$ cat src/design/sta_pkg.sv
// ----------------------------------------------------------------------------
// sta_pkg
// Shared types and constants of the sensor timestamp aligner.
// ----------------------------------------------------------------------------
package sta_pkg;

   localparam int TimeW     = 63;
   localparam int StampW    = 64;
   localparam int FieldW    = 16;
   localparam int IntervalW = 30;
   localparam int ResyncW   = 42;
   localparam int CsrIdxW   = 2;
   localparam int CsrDataW  = 42;

   localparam logic [IntervalW-1:0] DataIntervalReset  = IntervalW'(8000000);
   localparam logic [IntervalW-1:0] WindowEpsilonReset = IntervalW'(1000000);
   localparam logic [ResyncW-1:0]   ResyncIntervalReset = ResyncW'(64'd5000000000);

   typedef enum logic [CsrIdxW-1:0] {
      CSR_DATA_INTERVAL   = 2'd0,
      CSR_WINDOW_EPSILON  = 2'd1,
      CSR_RESYNC_INTERVAL = 2'd2,
      CSR_TIMER_MODE      = 2'd3
   } csr_index_type;

   localparam logic REQ_SAMPLE = 1'b0;
   localparam logic REQ_TICK   = 1'b1;

   typedef struct packed {
      logic                     req_type;
      logic [TimeW-1:0]         host_time_ns;
      logic [TimeW-1:0]         device_time_ns;
      logic signed [FieldW-1:0] field_x;
      logic signed [FieldW-1:0] field_y;
      logic signed [FieldW-1:0] field_z;
   } req_beat_type;

   typedef struct packed {
      logic [StampW-1:0]        stamp_ns;
      logic signed [FieldW-1:0] out_field_x;
      logic signed [FieldW-1:0] out_field_y;
      logic signed [FieldW-1:0] out_field_z;
   } rsp_beat_type;

   typedef struct packed {
      logic [IntervalW-1:0] data_interval_ns;
      logic [IntervalW-1:0] window_epsilon_ns;
      logic [ResyncW-1:0]   resync_interval_ns;
      logic                 timer_mode;
   } cfg_type;

   typedef struct packed {
      logic         valid;
      rsp_beat_type beat;
   } rsp_load_type;

   typedef struct packed {
      logic publish_enabled;
      logic sync_pending;
   } core_status_type;

endpackage

$ cat src/design/sta_csr.sv
// ----------------------------------------------------------------------------
// sta_csr
// Configuration registers, written through a plain write port.
// ----------------------------------------------------------------------------
module sta_csr
   import sta_pkg::*;
(
   input  logic                clock,
   input  logic                reset,
   input  logic                csr_we,
   input  logic [CsrIdxW-1:0]  csr_index,
   input  logic [CsrDataW-1:0] csr_wdata,
   output cfg_type             cfg
);

   cfg_type cfg_ff;
   cfg_type cfg_in;

   always_comb begin
      cfg_in = cfg_ff;
      if (csr_we) begin
         case (csr_index_type'(csr_index))
            CSR_DATA_INTERVAL:   cfg_in.data_interval_ns   = csr_wdata[IntervalW-1:0];
            CSR_WINDOW_EPSILON:  cfg_in.window_epsilon_ns  = csr_wdata[IntervalW-1:0];
            CSR_RESYNC_INTERVAL: cfg_in.resync_interval_ns = csr_wdata[ResyncW-1:0];
            CSR_TIMER_MODE:      cfg_in.timer_mode         = csr_wdata[0];
            default:             cfg_in = cfg_ff;
         endcase
      end
   end

   always_ff @(posedge clock) begin
      if (reset) begin
         cfg_ff.data_interval_ns   <= DataIntervalReset;
         cfg_ff.window_epsilon_ns  <= WindowEpsilonReset;
         cfg_ff.resync_interval_ns <= ResyncIntervalReset;
         cfg_ff.timer_mode         <= 1'b0;
      end else begin
         cfg_ff <= cfg_in;
      end
   end

   assign cfg = cfg_ff;

endmodule

$ cat src/design/sta_req_stage.sv
// ----------------------------------------------------------------------------
// sta_req_stage
// Input register: holds one accepted request beat until the core takes it.
// ----------------------------------------------------------------------------
module sta_req_stage
   import sta_pkg::*;
(
   input  logic         clock,
   input  logic         reset,
   input  logic         req_valid,
   output logic         req_ready,
   input  req_beat_type req_data,
   input  logic         advance,
   output logic         s1_valid,
   output req_beat_type s1_beat
);

   logic         valid_ff;
   logic         valid_in;
   req_beat_type beat_ff;
   logic         accept;

   assign req_ready = !valid_ff || advance;
   assign accept    = req_valid && req_ready;

   always_comb begin
      valid_in = valid_ff;
      if (accept) begin
         valid_in = 1'b1;
      end else if (advance) begin
         valid_in = 1'b0;
      end
   end

   always_ff @(posedge clock) begin
      if (reset) begin
         valid_ff <= 1'b0;
      end else begin
         valid_ff <= valid_in;
      end
   end

   always_ff @(posedge clock) begin
      if (accept) begin
         beat_ff <= req_data;
      end
   end

   assign s1_valid = valid_ff;
   assign s1_beat  = beat_ff;

endmodule

$ cat src/design/sta_align_core.sv
// ----------------------------------------------------------------------------
// sta_align_core
// Alignment state and the per-beat resync, hold and publish decisions.
// ----------------------------------------------------------------------------
module sta_align_core
   import sta_pkg::*;
(
   input  logic            clock,
   input  logic            reset,
   input  cfg_type         cfg,
   input  logic            step,
   input  req_beat_type    beat,
   output rsp_load_type    load,
   output core_status_type status
);

   logic                     seen_first_ff, seen_first_in;
   logic                     sync_pending_ff, sync_pending_in;
   logic                     enabled_ff, enabled_in;
   logic [TimeW-1:0]         prev_host_ff, prev_host_in;
   logic [TimeW-1:0]         host_zero_ff, host_zero_in;
   logic [StampW-1:0]        offset_ff, offset_in;
   logic [StampW-1:0]        last_stamp_ff, last_stamp_in;
   logic [StampW-1:0]        held_stamp_ff, held_stamp_in;
   logic signed [FieldW-1:0] held_x_ff, held_x_in;
   logic signed [FieldW-1:0] held_y_ff, held_y_in;
   logic signed [FieldW-1:0] held_z_ff, held_z_in;

   logic                     is_tick;
   logic [StampW-1:0]        now_w;
   logic [StampW-1:0]        dev_w;
   logic signed [StampW-1:0] gap;
   logic signed [StampW-1:0] win_lo;
   logic signed [StampW-1:0] win_hi;
   logic signed [StampW-1:0] elapsed;
   logic signed [StampW-1:0] resync_s;
   logic                     in_window;
   logic                     capture;
   logic                     arm;
   logic                     enabled_next;
   logic [StampW-1:0]        sample_stamp;
   logic [StampW-1:0]        cand_stamp;
   logic                     pub_try;
   logic                     pub_ok;

   assign is_tick = (beat.req_type == REQ_TICK);
   assign now_w   = {1'b0, beat.host_time_ns};
   assign dev_w   = {1'b0, beat.device_time_ns};

   // window edges; low edge goes negative when epsilon exceeds the interval
   assign win_lo = {{(StampW-IntervalW){1'b0}}, cfg.data_interval_ns}
                 - {{(StampW-IntervalW){1'b0}}, cfg.window_epsilon_ns};
   assign win_hi = {{(StampW-IntervalW){1'b0}}, cfg.data_interval_ns}
                 + {{(StampW-IntervalW){1'b0}}, cfg.window_epsilon_ns};

   assign gap       = now_w - {1'b0, prev_host_ff};
   assign in_window = (gap >= win_lo) && (gap <= win_hi);
   assign capture   = !is_tick && seen_first_ff && sync_pending_ff && in_window;

   // a capture sets host zero to now, so elapsed counts as zero and arm stays low
   assign elapsed  = now_w - {1'b0, host_zero_ff};
   assign resync_s = {{(StampW-ResyncW){1'b0}}, cfg.resync_interval_ns};
   assign arm      = !capture && (cfg.resync_interval_ns != '0) && (elapsed >= resync_s);

   assign enabled_next = enabled_ff || capture;
   assign sample_stamp = capture ? now_w : (dev_w + offset_ff);

   always_comb begin
      if (is_tick) begin
         pub_try    = cfg.timer_mode && enabled_ff;
         cand_stamp = held_stamp_ff;
      end else begin
         pub_try    = seen_first_ff && enabled_next && !cfg.timer_mode;
         cand_stamp = sample_stamp;
      end
   end

   assign pub_ok = pub_try && (cand_stamp >= last_stamp_ff);

   always_comb begin
      seen_first_in   = seen_first_ff;
      sync_pending_in = sync_pending_ff;
      enabled_in      = enabled_ff;
      prev_host_in    = prev_host_ff;
      host_zero_in    = host_zero_ff;
      offset_in       = offset_ff;
      last_stamp_in   = last_stamp_ff;
      held_stamp_in   = held_stamp_ff;
      held_x_in       = held_x_ff;
      held_y_in       = held_y_ff;
      held_z_in       = held_z_ff;
      if (step) begin
         if (pub_ok) begin
            last_stamp_in = cand_stamp;
         end
         if (!is_tick) begin
            prev_host_in = beat.host_time_ns;
            if (!seen_first_ff) begin
               seen_first_in = 1'b1;
               host_zero_in  = beat.host_time_ns;
            end else begin
               if (capture) begin
                  host_zero_in    = beat.host_time_ns;
                  offset_in       = now_w - dev_w;
                  sync_pending_in = 1'b0;
               end
               if (arm) begin
                  sync_pending_in = 1'b1;
               end
               enabled_in = enabled_next;
               if (enabled_next) begin
                  held_stamp_in = sample_stamp;
                  held_x_in     = beat.field_x;
                  held_y_in     = beat.field_y;
                  held_z_in     = beat.field_z;
               end
            end
         end
      end
   end

   always_ff @(posedge clock) begin
      if (reset) begin
         seen_first_ff   <= 1'b0;
         sync_pending_ff <= 1'b1;
         enabled_ff      <= 1'b0;
         last_stamp_ff   <= '0;
      end else begin
         seen_first_ff   <= seen_first_in;
         sync_pending_ff <= sync_pending_in;
         enabled_ff      <= enabled_in;
         last_stamp_ff   <= last_stamp_in;
      end
   end

   // only read once the flags above say they were written
   always_ff @(posedge clock) begin
      prev_host_ff  <= prev_host_in;
      host_zero_ff  <= host_zero_in;
      offset_ff     <= offset_in;
      held_stamp_ff <= held_stamp_in;
      held_x_ff     <= held_x_in;
      held_y_ff     <= held_y_in;
      held_z_ff     <= held_z_in;
   end

   always_comb begin
      load.valid            = step && pub_ok;
      load.beat.stamp_ns    = cand_stamp;
      load.beat.out_field_x = is_tick ? held_x_ff : beat.field_x;
      load.beat.out_field_y = is_tick ? held_y_ff : beat.field_y;
      load.beat.out_field_z = is_tick ? held_z_ff : beat.field_z;
   end

   assign status.publish_enabled = enabled_ff;
   assign status.sync_pending    = sync_pending_ff;

endmodule

$ cat src/design/sta_rsp_stage.sv
// ----------------------------------------------------------------------------
// sta_rsp_stage
// Output register: holds a result beat until the consumer takes it.
// ----------------------------------------------------------------------------
module sta_rsp_stage
   import sta_pkg::*;
(
   input  logic         clock,
   input  logic         reset,
   input  rsp_load_type load,
   output logic         out_free,
   output logic         rsp_valid,
   input  logic         rsp_ready,
   output rsp_beat_type rsp_data
);

   logic         valid_ff;
   logic         valid_in;
   rsp_beat_type data_ff;

   assign out_free = !valid_ff || rsp_ready;

   always_comb begin
      valid_in = valid_ff;
      if (load.valid) begin
         valid_in = 1'b1;
      end else if (rsp_ready) begin
         valid_in = 1'b0;
      end
   end

   always_ff @(posedge clock) begin
      if (reset) begin
         valid_ff <= 1'b0;
      end else begin
         valid_ff <= valid_in;
      end
   end

   always_ff @(posedge clock) begin
      if (load.valid) begin
         data_ff <= load.beat;
      end
   end

   assign rsp_valid = valid_ff;
   assign rsp_data  = data_ff;

endmodule

$ cat src/design/sensor_timestamp_aligner_unit.sv
// ----------------------------------------------------------------------------
// sensor_timestamp_aligner_unit
// Maps device sample timestamps onto host time and publishes aligned samples.
// Path: input register, alignment core, output register driving rsp_valid.
// Throughput: one beat per cycle unless the output is blocked; the
// alignment state is updated as a beat moves between the two registers.
// Reset: synchronous; sets sync_pending, clears other flags and last stamp,
// loads default config; no clearing pass, beats are taken right after reset.
// ----------------------------------------------------------------------------
module sensor_timestamp_aligner_unit
   import sta_pkg::*;
(
   input  logic                clock,
   input  logic                reset,
   input  logic                req_valid,
   output logic                req_ready,
   input  req_beat_type        req_data,
   output logic                rsp_valid,
   input  logic                rsp_ready,
   output rsp_beat_type        rsp_data,
   input  logic                csr_we,
   input  logic [CsrIdxW-1:0]  csr_index,
   input  logic [CsrDataW-1:0] csr_wdata
);

   cfg_type         cfg;
   logic            s1_valid;
   req_beat_type    s1_beat;
   logic            out_free;
   logic            advance;
   rsp_load_type    load;
   core_status_type status;

   // a beat leaves the input register whether or not it makes a result
   assign advance = s1_valid && out_free;

   sta_csr u_csr (
      .clock     (clock),
      .reset     (reset),
      .csr_we    (csr_we),
      .csr_index (csr_index),
      .csr_wdata (csr_wdata),
      .cfg       (cfg)
   );

   sta_req_stage u_req_stage (
      .clock     (clock),
      .reset     (reset),
      .req_valid (req_valid),
      .req_ready (req_ready),
      .req_data  (req_data),
      .advance   (advance),
      .s1_valid  (s1_valid),
      .s1_beat   (s1_beat)
   );

   sta_align_core u_core (
      .clock  (clock),
      .reset  (reset),
      .cfg    (cfg),
      .step   (advance),
      .beat   (s1_beat),
      .load   (load),
      .status (status)
   );

   sta_rsp_stage u_rsp_stage (
      .clock     (clock),
      .reset     (reset),
      .load      (load),
      .out_free  (out_free),
      .rsp_valid (rsp_valid),
      .rsp_ready (rsp_ready),
      .rsp_data  (rsp_data)
   );

   a_enable_sticky: assert property (@(posedge clock) disable iff (reset)
      status.publish_enabled |=> status.publish_enabled)
      else $error("publish enable dropped");

   a_load_needs_room: assert property (@(posedge clock) disable iff (reset)
      load.valid |-> out_free)
      else $error("result loaded over a waiting beat");

   a_load_only_enabled: assert property (@(posedge clock) disable iff (reset)
      load.valid |=> status.publish_enabled)
      else $error("result produced while publishing disabled");

   a_stall_cause: assert property (@(posedge clock) disable iff (reset)
      !req_ready |-> (s1_valid && rsp_valid && !rsp_ready))
      else $error("request stalled without a blocked output");

endmodule

$ cat config.mk
export PLATFORM = sky130hd
export DESIGN_NAME = sensor_timestamp_aligner_unit
export DESIGN_NICKNAME = d
export VERILOG_FILES = /design/src/design/sta_pkg.sv /design/src/design/sta_csr.sv /design/src/design/sta_req_stage.sv /design/src/design/sta_align_core.sv /design/src/design/sta_rsp_stage.sv /design/src/design/sensor_timestamp_aligner_unit.sv
export SDC_FILE = /design/constraint.sdc
export NUM_CORES = 2
export LEC_CHECK = 0
export BUFFER_PORTS_ARGS = -buffer_cell sky130_fd_sc_hd__buf_2
export CORE_MARGIN = 1.5
export CORE_UTILIZATION = 50
export DETAILED_ROUTE_END_ITERATION = 10
export PLACE_DENSITY = 0.69
export SYNTH_ARGS = -nofsm -noshare
export SYNTH_HDL_FRONTEND = slang
export SYNTH_SLANG_ARGS = --single-unit
$ cat constraint.sdc
create_clock -name clock -period 14.7 [get_ports clock]
set_input_delay 2.94 -clock clock [delete_from_list [all_inputs] [get_ports clock]]
set_output_delay 2.94 -clock clock [all_outputs]
set_load 0.02 [all_outputs]
=== Yosys cells after proc, flatten, opt, wreduce, memory -nomap -nowiden ===
Cells that the tools add are included.
Widths: inputs -> output; s select.

* Equality and inequality tests: 4
* $add $sub $neg: 6
* Reduce and logical (&&, ||, !) cells: 37
* $lt $le $gt $ge: 4
* Bitwise operators: 1
* Mux-type cells: 14

{| class="wikitable"
|+ Operators with widths
! operator !! number
|-
| $sub 63x63->64 || 3
|-
| $ge 64x64->1 || 2
|-
| $mux 64 || 2
|-
| $mux 63 || 2
|-
| $add 63x64->64 || 1
|-
| $ge 64x43->1 || 1
|-
| $le 64x64->1 || 1
|-
| $mux 16 || 3
|-
| $reduce_bool 42->1 || 1
|-
| $add 30x30->31 || 1
|-
| $sub 30x30->31 || 1
|-
| $logic_and 1x1->1 || 13
|-
| $reduce_and 2->1 || 6
|-
| $reduce_and 4->1 || 3
|-
| $mux 1 || 7
|-
| $reduce_and 3->1 || 2
|-
| $reduce_bool 2->1 || 3
|-
| $logic_not 1->1 || 5
|-
| $eq 2x2->1 const B || 2
|-
| $logic_or 1x1->1 || 3
|-
| $eq 2x1->1 const B || 1
|-
| $logic_not 2->1 || 1
|-
| $ne 2x2->1 const B || 1
|-
| $not 1->1 || 1
|}

* Bits in registers: 761
* Logic and storage cells: 93
* Output and inout bits: 114

=== Depth between registers and ports, before layout ===
* Word-level depth: 11
* Depth in mapped cells: 54

=== Cells and area by module ===
Synthesis repeated with hierarchy kept, for this count alone.

* Cells, all modules: 5017
* Area, all modules: 49804.0 um^2

{| class="wikitable"
|+ Modules (own cells, without submodules)
! module !! cells each !! area an instance (um^2) !! times used
|-
| sta_align_core || 4318 || 36822.8 || 1
|-
| sta_req_stage || 180 || 5310.1 || 1
|-
| sta_csr || 402 || 4255.3 || 1
|-
| sta_rsp_stage || 116 || 3409.5 || 1
|-
| sensor_timestamp_aligner_unit || 1 || 6.3 || 1
|}

=== Worst setup path before layout ===
OpenSTA, ideal clock, no wires.

* Path kind: register -> register
* Start point: register u_csr.cfg_ff, in the netlist u_csr.cfg[43]
* End point: register u_core.held_stamp_ff[0] (enable)
* Setup time: 0.619 ns
* Data required time: 14.081 ns
* Arrival time: 12.280 ns
* Buffers on the path: 2
* Clock period less this slack: 12.899 ns
* Cell stages (with the launch flop): 34
* Setup slack: 1.801 ns
* Path through: dfxtp_1 ha_1 inv_1 fa_1 a21o_1 a21oi_1 o21bai_1 a21oi_1 o21ai_0 a211oi_1 o21ai_0 nand4_1 nand3_1 o41ai_1 o311a_1 o311a_1 o21ai_0 a21o_1 ha_1 nand4_1 or3_1 nor3_1 nand2_1 or3_1 nor2b_1 a222oi_1 nand3_1 mux2i_1 nor4_1 and2_1 a31oi_4 buf_6 buf_4 a21oi_1

* Longest elaborated chain between the ends: 6
* Elaborated cells on any way between the ends: 8
* Classes of those cells: add/sub (2); order compare (2); reduce/logical (4)

{| class="wikitable"
|+ Ends and longest elaborated chain
! what !! RTL line !! text
|-
| from (decl) || sta_csr.sv:16 || <nowiki>cfg_type cfg_ff;</nowiki>
|-
| from (signal assigned) || sta_csr.sv:39 || <nowiki>cfg_ff <= cfg_in;</nowiki>
|-
| $sub 30x30->31 / $add 30x30->31 (equally long branches) || sta_align_core.sv:52, sta_align_core.sv:54 ||
|-
| $ge 64x64->1 / $le 64x64->1 (equally long branches) || sta_align_core.sv:57 || <nowiki>assign in_window = (gap >= win_lo) && (gap <= win_hi);</nowiki>
|-
| $logic_and 1x1->1 * || sta_align_core.sv:57 ||
|-
| $logic_and 1x1->1 * || sta_align_core.sv:58 || <nowiki>assign capture = !is_tick && seen_first_ff && sync_pending_ff && in_window;</nowiki>
|-
| $logic_or 1x1->1 * || sta_align_core.sv:65 || <nowiki>assign enabled_next = enabled_ff || capture;</nowiki>
|-
| $reduce_and 4->1 (no line) * || - ||
|-
| to (signal assigned) || sta_align_core.sv:141 || <nowiki>held_stamp_ff <= held_stamp_in;</nowiki>
|-
| to (decl) || sta_align_core.sv:24 || <nowiki>logic [StampW-1:0] held_stamp_ff, held_stamp_in;</nowiki>
|}

Every way passes the cells marked *; elsewhere a longest branch is shown, timed or not.
A chain may end at the register's enable or synchronous reset.

==> impl_metrics.sql <==
INSERT INTO impl_metrics (metric_group, metric, value, unit) VALUES
('power_and_ir_drop', 'switching_share', '29.4', '%'),
('sta', 'tightestPinTransition', '1.29', 'ns'),
('global_route', 'grt_pass1_wl', '202000', 'microns'),
('critical_path', 'crit_arrival', '13.81', 'ns'),
('sta', 'finalMaxSlewViolations', '0', ''),
('run', 'cap_viol_max_count', '0', ''),
('critical_path', 'critPathMaxFanout', '83', ''),
('critical_path', 'worst_setup_path_start_kind', 'flop', ''),
('routing', 'ant_nets', '0', ''),
('yosys', 'yosysSeqAreaShare', '43.3', '%'),
('floorplan', 'floorplan.die_area', '99400', 'sq um'),
('yosys', 'synth_nets', '5613', ''),
('power_and_ir_drop', 'power.leakage', '23.0', 'nW'),
('global_route', 'grt_overflow_total', '0', ''),
('clocking', 'htree_levels', '3', ''),
('yosys', 'ys.flop_type', 'sky130_fd_sc_hd__edfxtp_1', ''),
('clocking', 'cts_resized', '0', ''),
('power_and_ir_drop', 'clockPowerShare', '36.7', '%'),
('critical_path', 'timing.critical_path.slowest_cell_delay', '0.71', 'ns'),
('floorplan', 'core_rows', '114', ''),
('layout', 'layout.nets', '5923', ''),
('yosys', 'synth.yosys.warnings', '0', ''),
('yosys', 'yosys.cell_types.count', '96', ''),
('sta', 'setup-violations-final', '0', ''),
('place', 'place_inst', '6368', ''),
('sta', 'fin_worst_skew', '0.0277', 'ns'),
('sta', 'fmax', '75.4', 'MHz'),
('power_and_ir_drop', 'seq_power_share', '40.0', '%'),
('critical_path', 'cpMaxStageDelayCell', 'sky130_fd_sc_hd__buf_4', ''),
('clocking', 'clk_pin_slew', '0.06', 'ns'),
('sta', 'setup_repair_after_global_routing_missed_its_margin', 'no', ''),
('hold_path', 'timing.hold.worst.class', 'flop to flop', ''),
('clocking', 'post-cts-setup-buffer-count', '0', ''),
('layout', 'layout_cells_sized_above_1', '12.9', '%'),
('yosys', 'ys_ff_latch', '761', ''),
('sta', 'post-route-period-util', '90.2', '%'),
('layout', 'fin_cells', '6532', ''),
('critical_path', 'worstPathRequired', '15.25', 'ns'),
('yosys', 'synth_edf_count', '589', ''),
('global_route', 'pin_count_of_the_biggest_net_entering_global_routing', '97', ''),
('power_and_ir_drop', 'p_per_area', '113', 'nW/um^2'),
('floorplan', 'die_w', '315', 'microns'),
('yosys', 'synth_area_per_cell', '10.0', 'sq um'),
('power_and_ir_drop', 'p_int', '4.38', 'mW'),
('clocking', 'cts-root-to-sink-buffers', '3', ''),
('critical_path', 'timing.critical_path.to_type', 'flop', ''),
('clocking', 'cts.root.buffer_cell', 'sky130_fd_sc_hd__clkbuf_16', ''),
('layout', 'final_cell_area', '54800', 'sq um'),
('global_route', 'grt_pass1_vias', '36000', ''),
('place', 'post_dp_cell_area', '51800', 'sq um'),
('sta', 'final.min_clock_period', '13.26', 'ns'),
('yosys', 'yosys.area.top_type_share', '36.3', '%'),
('place', 'buffer_ports.inserted', '337', ''),
('routing', 'dr.pass1.iters', '6', ''),
('floorplan', 'die_y', '315', 'microns'),
('status', 'outcome', 'completed', ''),
('clocking', 'tritoncts', 'yes', ''),
('yosys', 'synthArstFlopShare', '0', '%'),
('global_route', 'antenna_found_initial', '5', ''),
('routing', 'drt_iter0_markers', '3042', ''),
('yosys', 'syn_inst', '4870', ''),
('yosys', 'synth_top_cells_by_count', 'sky130_fd_sc_hd__edfxtp_1 (589), sky130_fd_sc_hd__ha_1 (513), sky130_fd_sc_hd__inv_1 (466), sky130_fd_sc_hd__a21oi_1 (454), sky130_fd_sc_hd__nand2_1 (401)', ''),
('routing', 'routed_via_density', '5.84', ''),
('floorplan', 'design.core.area', '96700', 'sq um'),
('clocking', 'clock-sinks', '761', ''),
('critical_path', 'timing.critical_path.mode_cell', 'sky130_fd_sc_hd__a21o_1', ''),
('clocking', 'clock_insertion_delay_worst_skew', '0.67', 'ns'),
('yosys', 'synth.top_cells.by_area', 'sky130_fd_sc_hd__edfxtp_1 (36%), sky130_fd_sc_hd__ha_1 (13%), sky130_fd_sc_hd__dfxtp_1 (7.1%)', ''),
('sta', 'finalHoldViolations', '0', ''),
('sta', 'setup_total_negative_slack', '0', 'ns'),
('routing', 'post-route-drc-count', '0', '');
## placed cells by master (no fill, tap or decap), types with 15 or more instances in the layout
cell type,n
sky130_fd_sc_hd__a211o_1,17
sky130_fd_sc_hd__a211oi_1,43
sky130_fd_sc_hd__a21o_1,251
sky130_fd_sc_hd__a21oi_1,453
sky130_fd_sc_hd__a311o_1,15
sky130_fd_sc_hd__a31oi_1,41
sky130_fd_sc_hd__and2_1,24
sky130_fd_sc_hd__and3_1,34
sky130_fd_sc_hd__buf_2,336
sky130_fd_sc_hd__buf_4,47
sky130_fd_sc_hd__clkbuf_16,88
sky130_fd_sc_hd__clkinv_2,21
sky130_fd_sc_hd__dfxtp_1,172
sky130_fd_sc_hd__edfxtp_1,589
sky130_fd_sc_hd__ha_1,513
sky130_fd_sc_hd__inv_1,466
sky130_fd_sc_hd__mux2_2,71
sky130_fd_sc_hd__mux2_4,30
sky130_fd_sc_hd__mux2i_1,25
sky130_fd_sc_hd__nand2_1,401
sky130_fd_sc_hd__nand2b_1,83
sky130_fd_sc_hd__nand3_1,69
sky130_fd_sc_hd__nand4_1,89
sky130_fd_sc_hd__nor2_1,240
sky130_fd_sc_hd__nor2b_1,45
sky130_fd_sc_hd__nor3_1,77
sky130_fd_sc_hd__nor4_1,33
sky130_fd_sc_hd__o211ai_1,71
sky130_fd_sc_hd__o21a_1,83
sky130_fd_sc_hd__o21ai_0,191
sky130_fd_sc_hd__o21bai_1,51
sky130_fd_sc_hd__or3_1,25
sky130_fd_sc_hd__xnor2_1,179
sky130_fd_sc_hd__xor2_1,75
## final timing paths
kind / depth (start not counted) / from / to / slack (ns)
worst max-delay path: 53 / u_csr.cfg[73] / u_core.last_stamp_ff[1] / 1.44
worst min-delay path: 0 / u_req_stage.s1_beat[6] / u_core.held_z_ff[6] / 0.45
worst max register to register: 53 / u_csr.cfg[73] / u_core.last_stamp_ff[1] / 1.44
worst min register to register: 0 / u_req_stage.s1_beat[6] / u_core.held_z_ff[6] / 0.45
## power groups by stage
stage               sequential (mW)  combinational (mW)  clock, mW
global route                   2.49                1.59       2.41
floorplan                      2.50                1.04          0
CTS                            2.48                1.42       2.33
detailed placement             2.53                1.41          0
finish                         2.48                1.44       2.28
global placement               2.52                1.39          0
## cells by family after synthesis
group | share of synthesized area (%)
AOI/OAI and AO/OA | 18.5
and+or+nand+nor | 11.7
DFF | 43.3
buffers and inverters | 5.04
adders and majority gates | 13.4
xor gates and xnor gates | 4.56
muxes | 3.48
## routing by layer
| layer | part of all wire, % | GRT usage, % |
|---|---|---|
| met1 | 46 | 37.0 |
| met2 | 44 | 40.8 |
| met3 | 6.6 | 3.57 |
| met4 | 3.2 | 8.41 |
| met5 | 0.017 | 0 |
## sequential cells by signal (all words and copies together), names as in the netlist, 16 cells and up
signal	cells
u_core.held_stamp_ff	64
u_core.held_x_ff	16
u_core.held_y_ff	16
u_core.held_z_ff	16
u_core.host_zero_ff	63
u_core.last_stamp_ff	64
u_core.offset_ff	64
u_core.prev_host_ff	63
u_csr.cfg	103
u_req_stage.s1_beat	175
u_rsp_stage.rsp_data	112
## final cells by class
| cell class | instances | area [sq um] |
|---|---|---|
| diodes | 2 | 5.00 |
| clock buffers | 106 | 2320 |
| clock inverters | 56 | 669 |
| fillers | 8425 | 41900 |
| inverters | 469 | 1770 |
| multi-input cells | 3477 | 25200 |
| flip-flops and latches | 761 | 21100 |
| well taps | 1276 | 1600 |
| repair buffers | 385 | 2070 |
## metrics by stage
step / setup slack, ns / utilization, % / hold WS, ns
6_report: 1.44 / 56.7 / 0.446
3_3_place_gp: 1.72 / 53.6 / 0.424
5_1_grt: 0.571 / 56.7 / 0.434
4_1_cts: 1.37 / 56.7 / 0.428
2_1_floorplan: 1.80 / - / 0.422
3_5_place_dp: 1.45 / 53.6 / 0.433
## critical path: cells and delay by family, from the launching register on
kind                     cells  cell delay [ns]
AND/OR/NAND/NOR             15             3.19
multiplexers                 2             0.61
adder cells (fa/ha/maj)      4             1.24
flip-flops                   1             0.33
AO/OA/AOI/OAI               27             6.18
buffers and inverters        5             1.55
No activity file was read; power rests on OpenSTA's default activity.
